`src/hw/rtl/csc_pkg.sv`:
```
// Shared types, constants and the rpm lookup table for the cruise setpoint controller.
`default_nettype none

package csc_pkg;

	// Field widths fixed by the item layout.
	localparam int PedalW    = 10;
	localparam int SetpointW = 7;
	localparam int RpmW      = 11;
	localparam int TimeW     = 32;
	localparam int IntervalW = 16;
	localparam int StepW     = 5;
	localparam int CfgDataW  = 16;
	localparam int CfgIndexW = 1;
	localparam int InDataW   = 48;
	localparam int OutDataW  = 16;

	// Speed scale: pedal full scale maps to the top speed.
	localparam int SpeedMax  = 120;

	// Speed to rpm ratio as an exact fraction.
	localparam longint unsigned RpmNum = 64'd1291490549;
	localparam longint unsigned RpmDen = 64'd100000000;

	// Register reset values.
	localparam logic [IntervalW-1:0] IntervalReset = 16'd50;
	localparam logic [StepW-1:0]     StepReset     = 5'd5;

	// Configuration register indexes.
	localparam logic [CfgIndexW-1:0] RegSendInterval = 1'd0;
	localparam logic [CfgIndexW-1:0] RegSpeedStep    = 1'd1;

	// One input beat.
	typedef struct packed {
		logic [TimeW-1:0]  now_ms;
		logic              minus_button;
		logic              plus_button;
		logic              cruise_button;
		logic              brake_pressed;
		logic [PedalW-1:0] pedal_sample;
	} csc_in_t;

	// One result beat.
	typedef struct packed {
		logic            frame_brake;
		logic            frame_cruise;
		logic [RpmW-1:0] frame_rpm;
		logic            send_frame;
		logic            brake_lamp;
		logic            cruise_lamp;
	} csc_result_t;

	// Controller state carried from one tick to the next.
	typedef struct packed {
		logic                 brake_prev;
		logic                 cruise_prev;
		logic                 plus_prev;
		logic                 minus_prev;
		logic                 cruise_on;
		logic                 brake_latched;
		logic [SetpointW-1:0] setpoint;
		logic [TimeW-1:0]     last_send_ms;
	} csc_state_t;

	// Configuration values as seen by the update logic.
	typedef struct packed {
		logic [IntervalW-1:0] send_interval_ms;
		logic [StepW-1:0]     speed_step;
	} csc_cfg_t;

	typedef logic [RpmW-1:0] rpm_table_t [0:(1<<SetpointW)-1];

	// Table of floor(setpoint * ratio); entries above the top speed are never read.
	function automatic rpm_table_t build_rpm_table();
		rpm_table_t t;
		for (int i = 0; i < (1 << SetpointW); i++) begin
			if (i <= SpeedMax) begin
				t[i] = RpmW'((longint'(i) * RpmNum) / RpmDen);
			end else begin
				t[i] = '0;
			end
		end
		return t;
	endfunction

	localparam rpm_table_t RpmTable = build_rpm_table();

endpackage

`default_nettype wire

```
`src/hw/rtl/csc_update.sv`:
```
// Per-tick next-state and result logic of the cruise setpoint controller.
`default_nettype none

module csc_update (
	input  csc_pkg::csc_in_t     item,
	input  csc_pkg::csc_state_t  cur,
	input  csc_pkg::csc_cfg_t    cfg,
	output csc_pkg::csc_state_t  nxt,
	output csc_pkg::csc_result_t res
);
	import csc_pkg::*;

	logic [16:0]          pedal_prod;
	logic [17:0]          pedal_sum;
	logic [SetpointW-1:0] pedal_speed;
	logic signed [8:0]    v;
	logic signed [8:0]    step_s;
	logic [SetpointW-1:0] sp_sat;
	logic [TimeW-1:0]     elapsed;
	logic                 send;

	// Pedal speed: sample*120/1023, dividing by 1023 as (x + x/1024 + 1)/1024.
	assign pedal_prod  = 17'(item.pedal_sample) * 17'(SpeedMax);
	assign pedal_sum   = 18'(pedal_prod) + 18'(pedal_prod >> 10) + 18'd1;
	assign pedal_speed = SetpointW'(pedal_sum >> 10);

	assign step_s = $signed({4'b0000, cfg.speed_step});

	// Button edges, brake handling and setpoint steering.
	always_comb begin
		nxt = cur;
		v   = $signed({2'b00, cur.setpoint});
		if (cur.brake_prev && !item.brake_pressed) begin
			nxt.brake_latched = 1'b0;
			v = $signed({2'b00, pedal_speed});
		end
		if (!item.brake_pressed) begin
			if (item.cruise_button && !cur.cruise_prev) begin
				nxt.cruise_on = ~cur.cruise_on;
			end
			nxt.cruise_prev = item.cruise_button;
			if (nxt.cruise_on) begin
				if (item.plus_button && !cur.plus_prev) begin
					v = v + step_s;
				end
				nxt.plus_prev = item.plus_button;
				if (item.minus_button && !cur.minus_prev) begin
					v = v - step_s;
				end
				nxt.minus_prev = item.minus_button;
			end else begin
				v = $signed({2'b00, pedal_speed});
			end
		end else begin
			nxt.brake_latched = 1'b1;
			nxt.cruise_on     = 1'b0;
			v = '0;
		end

		// Clamp the setpoint to the legal speed range.
		if (v < 0) begin
			sp_sat = '0;
		end else if (v > 9'(SpeedMax)) begin
			sp_sat = SetpointW'(SpeedMax);
		end else begin
			sp_sat = v[SetpointW-1:0];
		end
		nxt.setpoint   = sp_sat;
		nxt.brake_prev = item.brake_pressed;
		if (send) begin
			nxt.last_send_ms = item.now_ms;
		end
	end

	// Frame timer: wrapped elapsed time strictly past the interval.
	assign elapsed = item.now_ms - cur.last_send_ms;
	assign send    = elapsed > {16'h0000, cfg.send_interval_ms};

	// Result fields; frame fields are zero when no frame goes out.
	always_comb begin
		res.cruise_lamp  = nxt.cruise_on;
		res.brake_lamp   = item.brake_pressed;
		res.send_frame   = send;
		res.frame_rpm    = send ? RpmTable[sp_sat] : '0;
		res.frame_cruise = send & nxt.cruise_on;
		res.frame_brake  = send & nxt.brake_latched;
	end

endmodule

`default_nettype wire

```
`src/hw/rtl/cruise_setpoint_controller.sv`:
```
// Top level of the cruise setpoint controller: handshake, registers and state.
//
// Usage: each input beat on the s_ group is one control tick (pedal sample,
// brake and button levels, millisecond time). Every tick yields exactly one
// result beat on the m_ group: lamps, a send flag in m_tuser and the frame
// fields (rpm, cruise and brake flags), which are zero when no frame is sent.
// An accepted input beat goes into the input register and then into the
// result register, which drives m_. Throughput is one beat per cycle while
// m_tready stays high; the tick logic is a single registered pass between the two.
// When m_tready is low the result register holds and the input register still
// takes one more beat; s_tready then drops until the result is taken.
// Configuration writes through cfg_wen/cfg_index/cfg_wdata take effect at once
// and are meant to happen only while no beat is in flight.
// Reset (arst_n low) empties both registers, clears all controller state and
// loads the send interval with 50 ms and the speed step with 5.
`default_nettype none

module cruise_setpoint_controller (
	input  wire                               clk,
	input  wire                               arst_n,
	// Configuration write port.
	input  wire                               cfg_wen,
	input  wire  [csc_pkg::CfgIndexW-1:0]     cfg_index,
	input  wire  [csc_pkg::CfgDataW-1:0]      cfg_wdata,
	// Input stream: tdata from bit 0 = pedal_sample[9:0], brake_pressed,
	// cruise_button, plus_button, minus_button, now_ms[31:0], zero pad.
	input  wire                               s_tvalid,
	output logic                              s_tready,
	input  wire  [csc_pkg::InDataW-1:0]       s_tdata,
	// Output stream: tdata from bit 0 = cruise_lamp, brake_lamp,
	// frame_rpm[10:0], frame_cruise, frame_brake, zero pad.
	// tuser = send_frame.
	output logic                              m_tvalid,
	input  wire                               m_tready,
	output logic [csc_pkg::OutDataW-1:0]      m_tdata,
	output logic                              m_tuser
);
	import csc_pkg::*;

	csc_cfg_t    cfg_q;
	csc_state_t  state_q;
	csc_state_t  state_nxt;
	csc_in_t     in_beat;
	csc_in_t     item_s1;
	logic        valid_s1;
	csc_result_t res_nxt;
	csc_result_t res_q;
	logic        out_valid_q;
	logic        advance;

	assign in_beat = csc_in_t'(s_tdata[45:0]);

	// The input register moves into the result register when that one is empty or being taken.
	assign advance  = valid_s1 && (!out_valid_q || m_tready);
	assign s_tready = !valid_s1 || advance;

	csc_update u_update (
		.item (item_s1),
		.cur  (state_q),
		.cfg  (cfg_q),
		.nxt  (state_nxt),
		.res  (res_nxt)
	);

	// Configuration registers.
	always_ff @(posedge clk or negedge arst_n) begin
		if (!arst_n) begin
			cfg_q.send_interval_ms <= IntervalReset;
			cfg_q.speed_step       <= StepReset;
		end else if (cfg_wen) begin
			unique case (cfg_index)
				RegSendInterval: cfg_q.send_interval_ms <= cfg_wdata;
				RegSpeedStep:    cfg_q.speed_step       <= cfg_wdata[StepW-1:0];
				default: ;
			endcase
		end
	end

	// Valid flags and controller state.
	always_ff @(posedge clk or negedge arst_n) begin
		if (!arst_n) begin
			valid_s1    <= 1'b0;
			out_valid_q <= 1'b0;
			state_q     <= '0;
		end else begin
			if (s_tready) begin
				valid_s1 <= s_tvalid;
			end
			if (advance) begin
				out_valid_q <= 1'b1;
				state_q     <= state_nxt;
			end else if (m_tready) begin
				out_valid_q <= 1'b0;
			end
		end
	end

	// Payload registers.
	always_ff @(posedge clk) begin
		if (s_tready && s_tvalid) begin
			item_s1 <= in_beat;
		end
		if (advance) begin
			res_q <= res_nxt;
		end
	end

	assign m_tvalid = out_valid_q;
	assign m_tuser  = res_q.send_frame;
	assign m_tdata  = {1'b0, res_q.frame_brake, res_q.frame_cruise, res_q.frame_rpm,
		res_q.brake_lamp, res_q.cruise_lamp};

endmodule

`default_nettype wire

```
`config.mk`:
```
export PLATFORM = sky130hd
export DESIGN_NAME = cruise_setpoint_controller
export DESIGN_NICKNAME = d
export VERILOG_FILES = /design/src/hw/rtl/csc_pkg.sv /design/src/hw/rtl/csc_update.sv /design/src/hw/rtl/cruise_setpoint_controller.sv
export SDC_FILE = /design/constraint.sdc
export NUM_CORES = 1
export LEC_CHECK = 0
export BUFFER_PORTS_ARGS = -buffer_cell sky130_fd_sc_hd__buf_4
export CAP_MARGIN = 40
export CORE_ASPECT_RATIO = 1.2
export CORE_MARGIN = 4
export CORE_UTILIZATION = 41
export CTS_CLUSTER_SIZE = 10
export DETAILED_ROUTE_END_ITERATION = 10
export SLEW_MARGIN = 25
export SYNTH_ARGS = -nofsm -noshare
export SYNTH_HDL_FRONTEND = slang
export SYNTH_SLANG_ARGS = --single-unit
```
`constraint.sdc`:
```
create_clock -name clk -period 19.5 [get_ports clk]
set_input_delay 2.925 -clock clk [delete_from_list [all_inputs] [get_ports clk]]
set_output_delay 2.925 -clock clk [all_outputs]
set_load 0.01 [all_outputs]
```
==> results.md <==
- Top cells by area, synth: edfxtp_1, dfrtp_1, ha_1, mux2_2, o21ai_0
- Slowest stage cell, crit path: o21ai_1
- Commonest non-fill, non-tap cell in the layout: nand2_1
- Synth top area share: 17.4%
- Setup TNS: 0 ns
- Final Cycle Share: 58.4%
- Die footprint: 28,800 um2
- H-tree levels: 4
- Sequential area share after synthesis: 33.3%
- CTS Buffer Depth: 2
- Post-synthesis mux area share: 5.63%
- Final hold vios: 0
- Cell area after layout: 12,300 um2
- R2R cell count: 44
- Sink Count: 130
- Sequential share of power: 19.2%
- Switching Share: 47.8%
- Synth Instances: 1,177
- Crit path largest cell delay: 0.54 ns
- First-iteration detailed-routing DRC count: 678
- PD cells: 158 nW/um2
- Antenna Violating Nets Remaining: 0
- CP Capture Type: register
- Gr ovfl total: 0
- VDD IR max: 0.0831 mV
- Die H: 185 um
- Ys async rst share: 52.3%
- Clock Power Share: 17.1%
- Max-slew headroom: 40.5%
- Vias in the first global route: 9,119
- Crit Path Max Fanout: 12
- Netlist Area Pre-Place: 10,700 um2
- First-pass GRT wire length: 45.7 mm
- Detailed-route wire length: 27.9 mm
- Worst endpoint data arrival time: 11.61 ns
- DRC: 0
- Port bufs: 85
- Measured slew at the worst slew-check pin: 0.890 ns
- Crit path to: m_tdata[5]$_SDFFCE_PN0P_
- Antenna Cells: 0
- Element type at the critical path start: register
- RSZ-0062 raised after global routing: no
- Root Buffer: clkbuf_16
- Synth Area in Simple Gates: 15.8%
- Hold buffers post-CTS: 0
- Post-DP HPWL: 20.7 mm
- Initial core utilization: 41.8%
- Comb power frac: 63.7%
- Setup ws final: 8.11 ns
- Most area-hungry cell type in the Yosys netlist: edfxtp_1
- Post-placement cell area: 11,700 um2
- IO Count: 89
- Max Cap Viol: 0
- CTS tree: built
- RR Startpoint: item_s1[7]$_DFFE_PP_
- Synth Flop Type: dfrtp_1
- HP Class: reg2reg
- Largest net degree at the start of global routing: 52
- Syn Area/Cell: 9.10 um2
- #FFs+latches synth: 130
- DR vias: 9,277
- CTS resizes: 0
- Avg WL per Cell: 17.5 um
- Adder-cell area share of the yosys netlist: 13.6%
- Area delta synth->final: 15.1%
- Layout cells sized above 1: 17.5%
- Fill cell count: 2,456
- CP startpoint: item_s1[7]$_DFFE_PP_
- Status: completed
- R2R Setup Slk: 8.11 ns
- Initial antenna violation count: 0
- Final Skew: 0.0101 ns
- Number of synthesized flops with an enable pin: 62
- Global Route Usage Sum: 19.6%
- DP Worst Slack: 8.29 ns
- Worst r2r dst: m_tdata[5]$_SDFFCE_PN0P_
- Die Span X: 156 um
- Sw power: 0.000930 W
- Core area: 25,600 um2
- Min Tclk post-route: 11.39 ns
- Internal power: 0.00101 W
- Final core occ: 48.1%
- Max Slew Vio Count: 0
- Syn nets: 1,351
- Unique masters post-synth: 92
- Largest family of logic cells by synthesized area: compound AO/OA/AOI/OAI gates
- Ys Warns: 0
- Final-stage net count: 1,427
- Synth Area in Compound Gates: 23.5%
- Peak Freq: 0.0878 GHz
- Worst skew pair latency: 0.42 ns
- Post-CTS setup buffer count: 0
- TritonCTS buffer count: 17
- Worst-path clk slew: 0.06 ns
- Power Total: 0.00194 W
- Most frequent cells in the layout: nand2_1, inv_1, buf_4, o21ai_0, ha_1
- CP Data Required Time: 19.72 ns
- GPL Wtd Cong: 0.967
- DR pass1 iterations: 5
- Post-Synth XOR/XNOR Area: 2.79%
- Vias per cell: 5.81
- Critical path class: reg2reg
- Leakage: 5.28 nW
- Final-report setup violation count: 0
- Site row count: 64
cells in the mapped netlist, types with 22 or more instances:
cell type / number
clkbuf_1: 33
nor2_1: 81
inv_1: 100
edfxtp_1: 62
a21oi_1: 70
dfrtp_1: 63
nand2b_1: 24
nand2_1: 104
ha_1: 84
o21ai_0: 91
mux2_2: 46
nor3_1: 30
xnor2_1: 22
a21o_1: 27
nand3_1: 24
critical path: cells and delay by family (launching register included):
family                     cells  cell delay [ns]
AOI/OAI and AO/OA             21             4.94
adders and majority gates      7             2.70
and+or+nand+nor                7             1.25
buffers and inverters          5             0.81
xor gates and xnor gates       3             0.64
DFF                            1             0.51
muxes                          1             0.31
stage by stage:
step,hold slack [ns],cells
after floorplan,0.424,1177
after global placement,0.475,1558
after detailed placement,0.486,1562
after CTS,0.495,1594
after global routing,0.512,1596
final,0.490,1596
area by class of cell:
| type | count | area, um2 | share of cell area (%) |
|---|---|---|---|
| Inverter | 100 | 375 | 3.04 |
| Timing Repair Buffer | 101 | 781 | 6.33 |
| Sequential cell | 130 | 3570 | 28.9 |
| Clock inverter | 12 | 155 | 1.26 |
| Tap cell | 330 | 413 | 3.35 |
| Multi-Input combinational cell | 903 | 6590 | 53.5 |
| Clock buffer | 20 | 447 | 3.62 |
state kept, by name (all words and copies together) (netlist names):
register and count:
m_tuser 1, cfg_q 21, m_tvalid 1, item_s1 46
valid_s1 1, m_tdata 15, state_q 45
logic make-up after synthesis:
logic type | count (synthesis)
AOI/OAI and AO/OA | 367
and+or+nand+nor | 344
buffers and inverters | 144
DFF | 130
adders and majority gates | 105
muxes | 54
xor gates and xnor gates | 32
other | 1
per-layer routing:
| layer | wire length [um] | share of wire (%) | up-vias | GRT usage [%] |
|---|---|---|---|---|
| li1 | - | - | 4476 | - |
| met1 | 11700 | 42 | 4403 | 23.9 |
| met2 | 13700 | 49 | 314 | 33.8 |
| met3 | 1520 | 5.4 | 84 | 3.76 |
| met4 | 1040 | 3.7 | 0 | 8.76 |
| met5 | 0 | 0 | - | 0 |
worst min-delay path by stage:
stage | startpoint | endpoint | slack [ns] | cells after the start
after detailed placement | state_q[41]$_DFFE_PN0P_ | state_q[41]$_DFFE_PN0P_ | 0.49 | 1
after floorplan | item_s1[10]$_DFFE_PP_ | m_tdata[1]$_DFFE_PP_ | 0.42 | 0
after global routing | state_q[41]$_DFFE_PN0P_ | state_q[41]$_DFFE_PN0P_ | 0.51 | 1
final | valid_s1$_DFFE_PN0N_ | m_tvalid$_DFFE_PN0P_ | 0.49 | 1
after CTS | valid_s1$_DFFE_PN0N_ | m_tvalid$_DFFE_PN0P_ | 0.49 | 1
after global placement | valid_s1$_DFFE_PN0N_ | m_tvalid$_DFFE_PN0P_ | 0.47 | 1
power groups by stage:
stage	clock network, W	logic [W]	registers (W)
2_1_floorplan	0	0.000900	0.000379
6_report	0.000331	0.00124	0.000374
5_1_grt	0.000353	0.00136	0.000380
3_5_place_dp	0	0.00121	0.000380
3_3_place_gp	0	0.00120	0.000378
4_1_cts	0.000339	0.00121	0.000375
(Power assumes the default switching activity.)
